**src/design/adaptive_readahead_sizer_defines.svh**
```systemverilog
// Assertion helpers for the read-ahead sizer.
`ifndef ADAPTIVE_READAHEAD_SIZER_DEFINES_SVH
`define ADAPTIVE_READAHEAD_SIZER_DEFINES_SVH

// Same-cycle implication, checked outside reset.
`define ARSZ_ASSERT_NOW(label, ante, cons, msg) \
  label: assert property (@(posedge clk) disable iff (!rst_n) (ante) |-> (cons)) \
    else $error(msg);

// Next-cycle implication, checked outside reset.
`define ARSZ_ASSERT_NEXT(label, ante, cons, msg) \
  label: assert property (@(posedge clk) disable iff (!rst_n) (ante) |=> (cons)) \
    else $error(msg);

`endif

```
**src/design/arsz_pkg.sv**
```systemverilog
package arsz_pkg;

  localparam int BUF_W     = 25;
  localparam int DEPTH_W   = 8;
  localparam int DMR_W     = 31;
  localparam int WIN_W     = 41;
  localparam int CFG_W     = 41;
  localparam int CFG_IDX_W = 3;
  localparam int CMD_W     = 2;
  localparam int BYTES_W   = 32;
  localparam int IN_TDATA_W  = 40;
  localparam int OUT_TDATA_W = 48;

  typedef logic [CMD_W-1:0]     cmd_t;
  typedef logic [CFG_IDX_W-1:0] cfg_idx_t;

  localparam cmd_t CMD_CONSUME = 2'd0;
  localparam cmd_t CMD_DISCARD = 2'd1;
  localparam cmd_t CMD_START   = 2'd2;

  localparam cfg_idx_t REG_BUFFER_SIZE = 3'd0;
  localparam cfg_idx_t REG_DEVICE_MAX  = 3'd1;
  localparam cfg_idx_t REG_RA_LIMIT    = 3'd2;
  localparam cfg_idx_t REG_ADJUST_EN   = 3'd3;
  localparam cfg_idx_t REG_WINDOW      = 3'd4;

  localparam logic [BUF_W-1:0]   RST_BUFFER_SIZE = 25'd8192;
  localparam logic [DMR_W-1:0]   RST_DEVICE_MAX  = 31'd131072;
  localparam logic [DEPTH_W-1:0] RST_RA_LIMIT    = 8'd0;
  localparam logic [WIN_W-1:0]   RST_WINDOW      = 41'd4194304;

  // Result item, first field in the high bits.
  typedef struct packed {
    logic [DEPTH_W-1:0] learned_read_ahead;
    logic               slow_start;
    logic [DEPTH_W-1:0] cur_read_ahead;
    logic [BUF_W-1:0]   cur_buffer_bytes;
  } arsz_result_t;

  // Largest power of two not above v, zero for zero.
  function automatic logic [BUF_W-1:0] pow2_floor(input logic [BUF_W-1:0] v);
    logic [BUF_W-1:0] p;
    p = '0;
    for (int i = 0; i < BUF_W; i++) begin
      if (v[i]) begin
        p    = '0;
        p[i] = 1'b1;
      end
    end
    return p;
  endfunction

endpackage

```
**src/design/adaptive_readahead_sizer.sv**
```systemverilog
// Read-ahead sizer: one result per request, in request order.
// Each request passes the input register, then the result register, before out_tvalid.
// Throughput: one request per cycle unless out_tready stalls the output; next state is combinational.
// rst_n is synchronous, active low: config registers return to defaults, windows,
// sizes and depths clear to zero, and both pipeline stages empty.
`include "adaptive_readahead_sizer_defines.svh"

module adaptive_readahead_sizer #(
  parameter int HISTORY_WIDTH    = 48,
  parameter int MIN_BUFFER_FLOOR = 8192
) (
  input  logic                                clk,
  input  logic                                rst_n,
  input  logic                                cfg_we,
  input  logic [arsz_pkg::CFG_IDX_W-1:0]      cfg_addr,
  input  logic [arsz_pkg::CFG_W-1:0]          cfg_wdata,
  input  logic                                in_tvalid,
  output logic                                in_tready,
  // [31:0] byte_count, [32] consumer_waited, rest zero
  input  logic [arsz_pkg::IN_TDATA_W-1:0]     in_tdata,
  // [1:0] cmd
  input  logic [arsz_pkg::CMD_W-1:0]          in_tuser,
  output logic                                out_tvalid,
  input  logic                                out_tready,
  // [24:0] cur_buffer_bytes, [32:25] cur_read_ahead, [33] slow_start,
  // [41:34] learned_read_ahead, rest zero
  output logic [arsz_pkg::OUT_TDATA_W-1:0]    out_tdata
);
  import arsz_pkg::*;

  localparam int HW = HISTORY_WIDTH;
  localparam int CW = (HW > WIN_W) ? HW : WIN_W;

  function automatic logic [HW-1:0] sat_add(input logic [HW-1:0] a, input logic [HW-1:0] b);
    logic [HW:0] s;
    s = {1'b0, a} + {1'b0, b};
    return s[HW] ? {HW{1'b1}} : s[HW-1:0];
  endfunction

  // waste below 25 percent: 4 * unused < total
  function automatic logic under_target(input logic [HW-1:0] u, input logic [HW-1:0] t);
    return {u, 2'b00} < {2'b00, t};
  endfunction

  // config registers
  logic [BUF_W-1:0]   bufsz_cfg_r;
  logic [DMR_W-1:0]   dev_max_r;
  logic [DEPTH_W-1:0] ra_limit_r;
  logic               adj_en_r;
  logic [WIN_W-1:0]   window_r;

  always_ff @(posedge clk) begin
    if (!rst_n) begin
      bufsz_cfg_r <= RST_BUFFER_SIZE;
      dev_max_r   <= RST_DEVICE_MAX;
      ra_limit_r  <= RST_RA_LIMIT;
      adj_en_r    <= 1'b0;
      window_r    <= RST_WINDOW;
    end else if (cfg_we) begin
      unique case (cfg_addr)
        REG_BUFFER_SIZE: bufsz_cfg_r <= cfg_wdata[BUF_W-1:0];
        REG_DEVICE_MAX:  dev_max_r   <= cfg_wdata[DMR_W-1:0];
        REG_RA_LIMIT:    ra_limit_r  <= cfg_wdata[DEPTH_W-1:0];
        REG_ADJUST_EN:   adj_en_r    <= cfg_wdata[0];
        REG_WINDOW:      window_r    <= cfg_wdata[WIN_W-1:0];
        default: ;
      endcase
    end
  end

  // input stage
  logic               s1_valid_r;
  cmd_t               s1_cmd_r;
  logic [BYTES_W-1:0] s1_bytes_r;
  logic               s1_waited_r;
  logic               s1_adv;
  logic               out_valid_r;
  arsz_result_t       out_res_r;

  assign s1_adv    = s1_valid_r && (!out_valid_r || out_tready);
  assign in_tready = !s1_valid_r || s1_adv;

  always_ff @(posedge clk) begin
    if (!rst_n) begin
      s1_valid_r <= 1'b0;
    end else if (in_tready) begin
      s1_valid_r <= in_tvalid;
    end
  end

  always_ff @(posedge clk) begin
    if (in_tvalid && in_tready) begin
      s1_cmd_r    <= in_tuser;
      s1_bytes_r  <= in_tdata[BYTES_W-1:0];
      s1_waited_r <= in_tdata[BYTES_W];
    end
  end

  // sizer state
  logic [HW-1:0]      cur_tot_r, cur_unu_r, prv_tot_r, prv_unu_r;
  logic [BUF_W-1:0]   buf_now_r;
  logic [DEPTH_W-1:0] depth_r, hist_r;
  logic               growing_r;

  logic [HW-1:0]      cur_tot_nxt, cur_unu_nxt, prv_tot_nxt, prv_unu_nxt;
  logic [BUF_W-1:0]   buf_now_nxt;
  logic [DEPTH_W-1:0] depth_nxt, hist_nxt;
  logic               growing_nxt;

  // capped and minimal sizes, from config only
  logic [DMR_W-1:0] dev_max;
  logic [BUF_W-1:0] capped, min_q, min_m, minsz;
  logic [BUF_W-1:0] floor_sz;

  assign floor_sz = BUF_W'(MIN_BUFFER_FLOOR);

  always_comb begin
    dev_max = (dev_max_r == '0) ? DMR_W'(1) : dev_max_r;
    // when the config exceeds the cap the cap is below 2^25
    capped  = ({{(DMR_W-BUF_W){1'b0}}, bufsz_cfg_r} <= dev_max) ? bufsz_cfg_r
                                                              : pow2_floor(dev_max[BUF_W-1:0]);
    min_q   = capped >> 2;
    min_m   = (min_q < floor_sz) ? floor_sz : min_q;
    minsz   = (min_m < capped) ? min_m : capped;
  end

  // history windows after recording this request
  logic          rec_en;
  logic [HW-1:0] add_unu, rec_tot, rec_unu;
  logic [HW-1:0] w_cur_tot, w_cur_unu, w_prv_tot, w_prv_unu;
  logic [HW-1:0] sum_tot, sum_unu;
  logic          roll;

  always_comb begin
    rec_en  = adj_en_r && ((s1_cmd_r == CMD_CONSUME) || (s1_cmd_r == CMD_DISCARD));
    add_unu = (s1_cmd_r == CMD_DISCARD) ? HW'(s1_bytes_r) : '0;
    rec_tot = sat_add(cur_tot_r, HW'(s1_bytes_r));
    rec_unu = sat_add(cur_unu_r, add_unu);
    roll    = CW'(rec_tot) >= CW'(window_r);
    if (!rec_en) begin
      w_cur_tot = cur_tot_r;
      w_cur_unu = cur_unu_r;
      w_prv_tot = prv_tot_r;
      w_prv_unu = prv_unu_r;
    end else if (roll) begin
      w_cur_tot = '0;
      w_cur_unu = '0;
      w_prv_tot = rec_tot;
      w_prv_unu = rec_unu;
    end else begin
      w_cur_tot = rec_tot;
      w_cur_unu = rec_unu;
      w_prv_tot = prv_tot_r;
      w_prv_unu = prv_unu_r;
    end
    sum_tot = sat_add(w_cur_tot, w_prv_tot);
    sum_unu = sat_add(w_cur_unu, w_prv_unu);
  end

  // slow-start growth on consume
  logic [BUF_W:0] dbl, grow_sz;
  logic [HW-1:0]  g_tot, g_unu;
  logic           grow_ok;

  always_comb begin
    dbl     = {buf_now_r, 1'b0};
    grow_sz = (dbl > {1'b0, capped}) ? {1'b0, capped} : dbl;
    g_tot   = sat_add(sum_tot, HW'(grow_sz));
    g_unu   = sat_add(sum_unu, HW'(grow_sz));
    grow_ok = under_target(g_unu, g_tot);
  end

  // shrink: largest power of two not above (total - 4*unused)/3, found by
  // comparing the difference against 3 << k instead of dividing
  logic              ut;
  logic [HW+1:0]     diff_w;
  logic [HW-1:0]     diff;
  logic [BUF_W:0]    ge;
  logic [BUF_W-1:0]  p2, shr_sz, base_buf;
  logic              shrink;

  always_comb begin
    ut     = under_target(sum_unu, sum_tot);
    diff_w = {2'b00, sum_tot} - {sum_unu, 2'b00};
    diff   = diff_w[HW-1:0];
    for (int k = 0; k <= BUF_W; k++) begin
      ge[k] = ut && (diff >= (HW'(3) << k));
    end
    for (int k = 0; k < BUF_W; k++) begin
      p2[k] = ge[k] && !ge[k+1];
    end
    shr_sz   = (p2 > minsz) ? p2 : minsz;
    base_buf = (s1_cmd_r == CMD_START) ? capped : buf_now_r;
    // a target of 2^25 or more never shrinks anything
    shrink   = adj_en_r && !ge[BUF_W] && (shr_sz < base_buf)
               && !((s1_cmd_r == CMD_DISCARD) && ut);
  end

  // next state
  logic               inc;
  logic [DEPTH_W-1:0] depth_inc, start_depth;

  always_comb begin
    inc         = s1_waited_r && (depth_r < ra_limit_r) && !growing_r;
    depth_inc   = depth_r + DEPTH_W'(1);
    start_depth = adj_en_r ? ((hist_r < ra_limit_r) ? hist_r : ra_limit_r)
                           : DEPTH_W'(ra_limit_r != '0);

    cur_tot_nxt = w_cur_tot;
    cur_unu_nxt = w_cur_unu;
    prv_tot_nxt = w_prv_tot;
    prv_unu_nxt = w_prv_unu;
    buf_now_nxt = buf_now_r;
    depth_nxt   = depth_r;
    hist_nxt    = hist_r;
    growing_nxt = growing_r;

    unique case (s1_cmd_r)
      CMD_CONSUME: begin
        if (inc) begin
          depth_nxt = depth_inc;
          if (adj_en_r && (depth_inc > hist_r)) hist_nxt = depth_inc;
        end
        if (adj_en_r && growing_r && grow_ok) begin
          buf_now_nxt = grow_sz[BUF_W-1:0];
          growing_nxt = grow_sz < {1'b0, capped};
        end
      end
      CMD_DISCARD: begin
        if (shrink) begin
          growing_nxt = 1'b1;
          depth_nxt   = (depth_r > DEPTH_W'(1)) ? DEPTH_W'(1) : depth_r;
          buf_now_nxt = shr_sz;
        end
      end
      CMD_START: begin
        growing_nxt = shrink;
        if (shrink) begin
          depth_nxt   = (start_depth > DEPTH_W'(1)) ? DEPTH_W'(1) : start_depth;
          buf_now_nxt = shr_sz;
        end else begin
          depth_nxt   = start_depth;
          buf_now_nxt = capped;
        end
      end
      default: ;
    endcase
  end

  always_ff @(posedge clk) begin
    if (!rst_n) begin
      cur_tot_r <= '0;
      cur_unu_r <= '0;
      prv_tot_r <= '0;
      prv_unu_r <= '0;
      buf_now_r <= '0;
      depth_r   <= '0;
      hist_r    <= '0;
      growing_r <= 1'b0;
    end else if (s1_adv) begin
      cur_tot_r <= cur_tot_nxt;
      cur_unu_r <= cur_unu_nxt;
      prv_tot_r <= prv_tot_nxt;
      prv_unu_r <= prv_unu_nxt;
      buf_now_r <= buf_now_nxt;
      depth_r   <= depth_nxt;
      hist_r    <= hist_nxt;
      growing_r <= growing_nxt;
    end
  end

  // result register
  always_ff @(posedge clk) begin
    if (!rst_n) begin
      out_valid_r <= 1'b0;
    end else if (s1_adv) begin
      out_valid_r <= 1'b1;
    end else if (out_tready) begin
      out_valid_r <= 1'b0;
    end
  end

  always_ff @(posedge clk) begin
    if (s1_adv) begin
      out_res_r.cur_buffer_bytes   <= buf_now_nxt;
      out_res_r.cur_read_ahead     <= depth_nxt;
      out_res_r.slow_start         <= growing_nxt;
      out_res_r.learned_read_ahead <= hist_nxt;
    end
  end

  assign out_tvalid = out_valid_r;
  assign out_tdata  = {{(OUT_TDATA_W-$bits(arsz_result_t)){1'b0}}, out_res_r};

  `ARSZ_ASSERT_NEXT(a_adv_fills_out, s1_adv, out_valid_r, "request lost between stages")
  `ARSZ_ASSERT_NOW(a_stall_cause, !in_tready, s1_valid_r && out_valid_r && !out_tready, "input stalled without backpressure")
  `ARSZ_ASSERT_NOW(a_slow_depth, growing_r, depth_r <= DEPTH_W'(1), "read-ahead above one in slow start")

endmodule
```
**config.mk**
```make
export PLATFORM = sky130hd
export DESIGN_NAME = adaptive_readahead_sizer
export DESIGN_NICKNAME = d
export VERILOG_FILES = /design/src/design/arsz_pkg.sv /design/src/design/adaptive_readahead_sizer.sv
export VERILOG_INCLUDE_DIRS = /design/src /design/src/design
export SDC_FILE = /design/constraint.sdc
export NUM_CORES = 2
export LEC_CHECK = 0
export BUFFER_PORTS_ARGS = -buffer_cell sky130_fd_sc_hd__buf_2
export CAP_MARGIN = 20
export CORE_ASPECT_RATIO = 0.5
export CORE_MARGIN = 2
export CORE_UTILIZATION = 59
export DETAILED_ROUTE_END_ITERATION = 6
export PLACE_DENSITY = 0.79
export SYNTH_ARGS = -nofsm -noshare
export SYNTH_HDL_FRONTEND = slang
export SYNTH_SLANG_ARGS = --single-unit
```
**constraint.sdc**
```tcl
create_clock -name clk -period 18 [get_ports clk]
set_clock_uncertainty 0.05 [all_clocks]
set_input_delay 2.7 -clock clk [delete_from_list [all_inputs] [get_ports clk]]
set_output_delay 2.7 -clock clk [all_outputs]
set_load 0.02 [all_outputs]
```
==> summary.md <==
| Metric | Value |
|---|---|
| Outcome | complete, but fails checks |
| Violated checks | design-rule violations, negative setup slack |
| VDD IR max | 0.0000691 V |
| # setup viols final | 36 |
| DIE HEIGHT | 199 um |
| ANT nets after route | 0 |
| Crit path required time | 18.48 ns |
| Initial antenna violation count | 14 |
| Lkg Pwr | 27.7 nW |
| Crit Path Class | flop to flop |
| Max clock buf depth | 3 |
| Worst Hold Class | flop to flop |
| CP arrival | 18.68 ns |
| Yosys warns | 0 |
| Core area | 75100 um^2 |
| Max_slew headroom | 19.4% |
| Hold Slack | 0.406 ns |
| All-Layer GR Usage | 44.8% |
| Share of cells above drive strength 1 | 25.5% |
| Post-synthesis sequential area ratio | 20.5% |
| Vias in the first global route | 49.4k |
| Most common cell in the netlist | nand2_1 |
| Via-to-Cell Ratio | 6.44 |
| Placed insts | 8235 |
| Post-Route WL | 188000 um |
| Overflow after GRT | 0 |
| Asr flop ratio synth | 0% |
| Critical path's slowest cell | a2111oi_4 |
| Synth Instances | 6178 |
| Wire per inst | 22.3 um |
| Final setup margin | -0.199 ns |
| RSZ-0062 raised after global routing | yes |
| Power Dens Cells | 56.9 nW/um^2 |
| Synth Area per Inst | 7.24 um^2 |
| Final Max Tran Viols | 0 |
| Die ar. | 78100 um^2 |
| Final non-filler cell total | 8416 |
| Synth top area share | 15.6% |
| Placer congestion estimate | 1.07 |
| Clk root buf | clkbuf_16 |
| Num CTS Buffers | 42 |
| Sum Neg Setup Slack | -2.30 ns |
| Setup crit start kind | flop |
| MaxCap Viol Count | 0 |
| Initial DRC Count | 6788 |
| Distinct cells, synth | 111 |
| Mapped Area | 44700 um^2 |
| Largest cells by area after synthesis | ha_1, dfxtp_1, nand2_1 |
| Nets | 8002 |
| Via count | 54.2k |
| CTS H-tree depth | 2 |
| Largest net degree at the start of global routing | 116 |
| CTS tree | yes |
| I/O Buffers | 127 |
| Setup crit end kind | flop |
| Area Overhead vs Synth | 31.8% |
| Drt first pass iters | 7 |
| Row count | 71 |
| Cell taking the most area after synthesis | ha_1 |
| First-pass GRT wire length | 274000 um |
| Detail Placement HPWL | 144000 um |
| Top post-synthesis cells by count | nand2_1, a21oi_1, ha_1 |
| Final min period | 18.20 ns |
| Slew @ Worst Pin | 1.21 ns |
| Largest fanout on the critical path | 7 |
| Clock transition at path regs | 0.09 ns |
| # clock sinks | 419 |
| Final core utilization | 78.5% |
| Hold violation total from the final report | 0 |
| Die W | 393 um |
| Top_reg_cell synth | dfxtp_1 |
| Max Freq | 54.9 MHz |
| Synthesized flop and latch total | 419 |
| CP dominant cell by count | buf_4 |
| Post-synth EDFFs | 77 |
| Tcrit/Tclk final | 101% |
| Initial Utilization | 59.5% |
| Post-CTS Hold Fix Bufs | 0 |
| DRC errors left | 1 |
| Crit-path max cell delay | 0.67 ns |
| Skew-Pair Late Insertion Delay | 0.63 ns |
| Ports | 141 |
## flip-flops by register name, indices dropped and copies added (netlist names)
name,cells
adj_en_r,1
buf_now_r,25
bufsz_cfg_r,25
cur_tot_r,48
cur_unu_r,48
depth_r,8
dev_max_r,31
growing_r,1
hist_r,8
out_tdata,42
out_tvalid,1
prv_tot_r,48
prv_unu_r,48
ra_limit_r,8
s1_bytes_r,32
s1_cmd_r,2
s1_valid_r,1
s1_waited_r,1
window_r,41
## path summary, 6_finish.rpt
| check | startpoint | slack, ns | to | depth (start not counted) |
|---|---|---|---|---|
| worst max-delay path | s1_bytes_r[2]$_DFFE_PP_ | -0.20 | buf_now_r[0]$_SDFFE_PN0P_ | 86 |
| worst min-delay path | dev_max_r[25]$_SDFFE_PN0P_ | 0.41 | dev_max_r[25]$_SDFFE_PN0P_ | 2 |
| worst max register to register | s1_bytes_r[2]$_DFFE_PP_ | -0.20 | buf_now_r[0]$_SDFFE_PN0P_ | 86 |
| worst min register to register | dev_max_r[25]$_SDFFE_PN0P_ | 0.41 | dev_max_r[25]$_SDFFE_PN0P_ | 2 |
## power breakdown
group / internal [mW] / switching [mW] / total, mW / leakage [nW]
registers: 0.976 / 0.0288 / 1.00 / 3.51
clock network: 0.507 / 0.439 / 0.946 / 0.693
logic: 0.573 / 0.828 / 1.40 / 23.5
## area by class of cell
class                      count  area [um^2]
antenna                       16         40.0
clock buffer                  53         1160
clock inverter                24          233
fill                        5377        16100
inverter                     349         1320
multi-input combinational   5108        35000
sequential                   419         9160
tap                         1022         1280
timing repair buffer        1425        10700
## through the flow
step	instance area (um^2)	setup WS (ns)	power, mW
after floorplan	44700	0.0873	1.75
after global placement	54700	-0.993	2.24
after detailed placement	54700	-1.27	2.27
after CTS	56700	0.0238	3.21
after global routing	58900	-0.575	3.46
final	58900	-0.199	3.35
## cell usage in the layout, fill, tap and decap left out, types with 23 or more instances in the layout
cell type	count
nor4_1	25
o21ai_1	46
ha_1	533
edfxtp_1	77
xnor2_1	162
nor2b_1	63
o221ai_1	23
o31ai_1	113
o21ai_0	460
clkbuf_16	47
o211ai_1	44
a21o_1	207
or3_1	31
o21bai_1	45
or2_2	36
a31oi_1	34
nand4_1	100
a21oi_2	56
inv_1	341
nand2b_1	73
buf_2	127
xor2_1	78
mux2i_1	47
and2_1	42
and3_1	79
nor3_1	81
nor2_1	489
a211oi_1	113
a21oi_1	533
nand2_1	859
dfxtp_1	342
a21boi_0	26
buf_6	26
nand3_1	120
buf_4	1250
o21a_1	78
## logic make-up after synthesis
kind of cell / after synthesis / synth area share, %
fa+ha+maj: 566 / 16.0
xor+xnor: 244 / 4.78
compound gates: 2068 / 29.4
flops: 419 / 20.5
buf+inv: 660 / 5.71
simple gates: 2159 / 22.2
other cells: 2 / 0.0168
mux: 60 / 1.39
## timing repair
item	in CTS	in global routing
endpoints found under the setup margin	68	68
gates cloned	1	5
resized for setup	109	332
pin swaps	30	148
setup buffers	12	78
## routing by layer
metal	wire (um)	GRT usage, %	vias up
met5	28	0	-
met4	10600	19.7	4
met3	24800	12.1	770
met2	78600	68.5	3437
met1	73600	58.9	25300
li1	-	-	24700
## critical path: cells and delay by family (launching register included)
kind            cells  cell delay, ns
simple gates       18            4.19
flops               1            0.54
compound gates     44            8.66
fa+ha+maj           7            1.79
buf+inv            17            2.85
No activity file was read; power rests on OpenSTA's default activity.
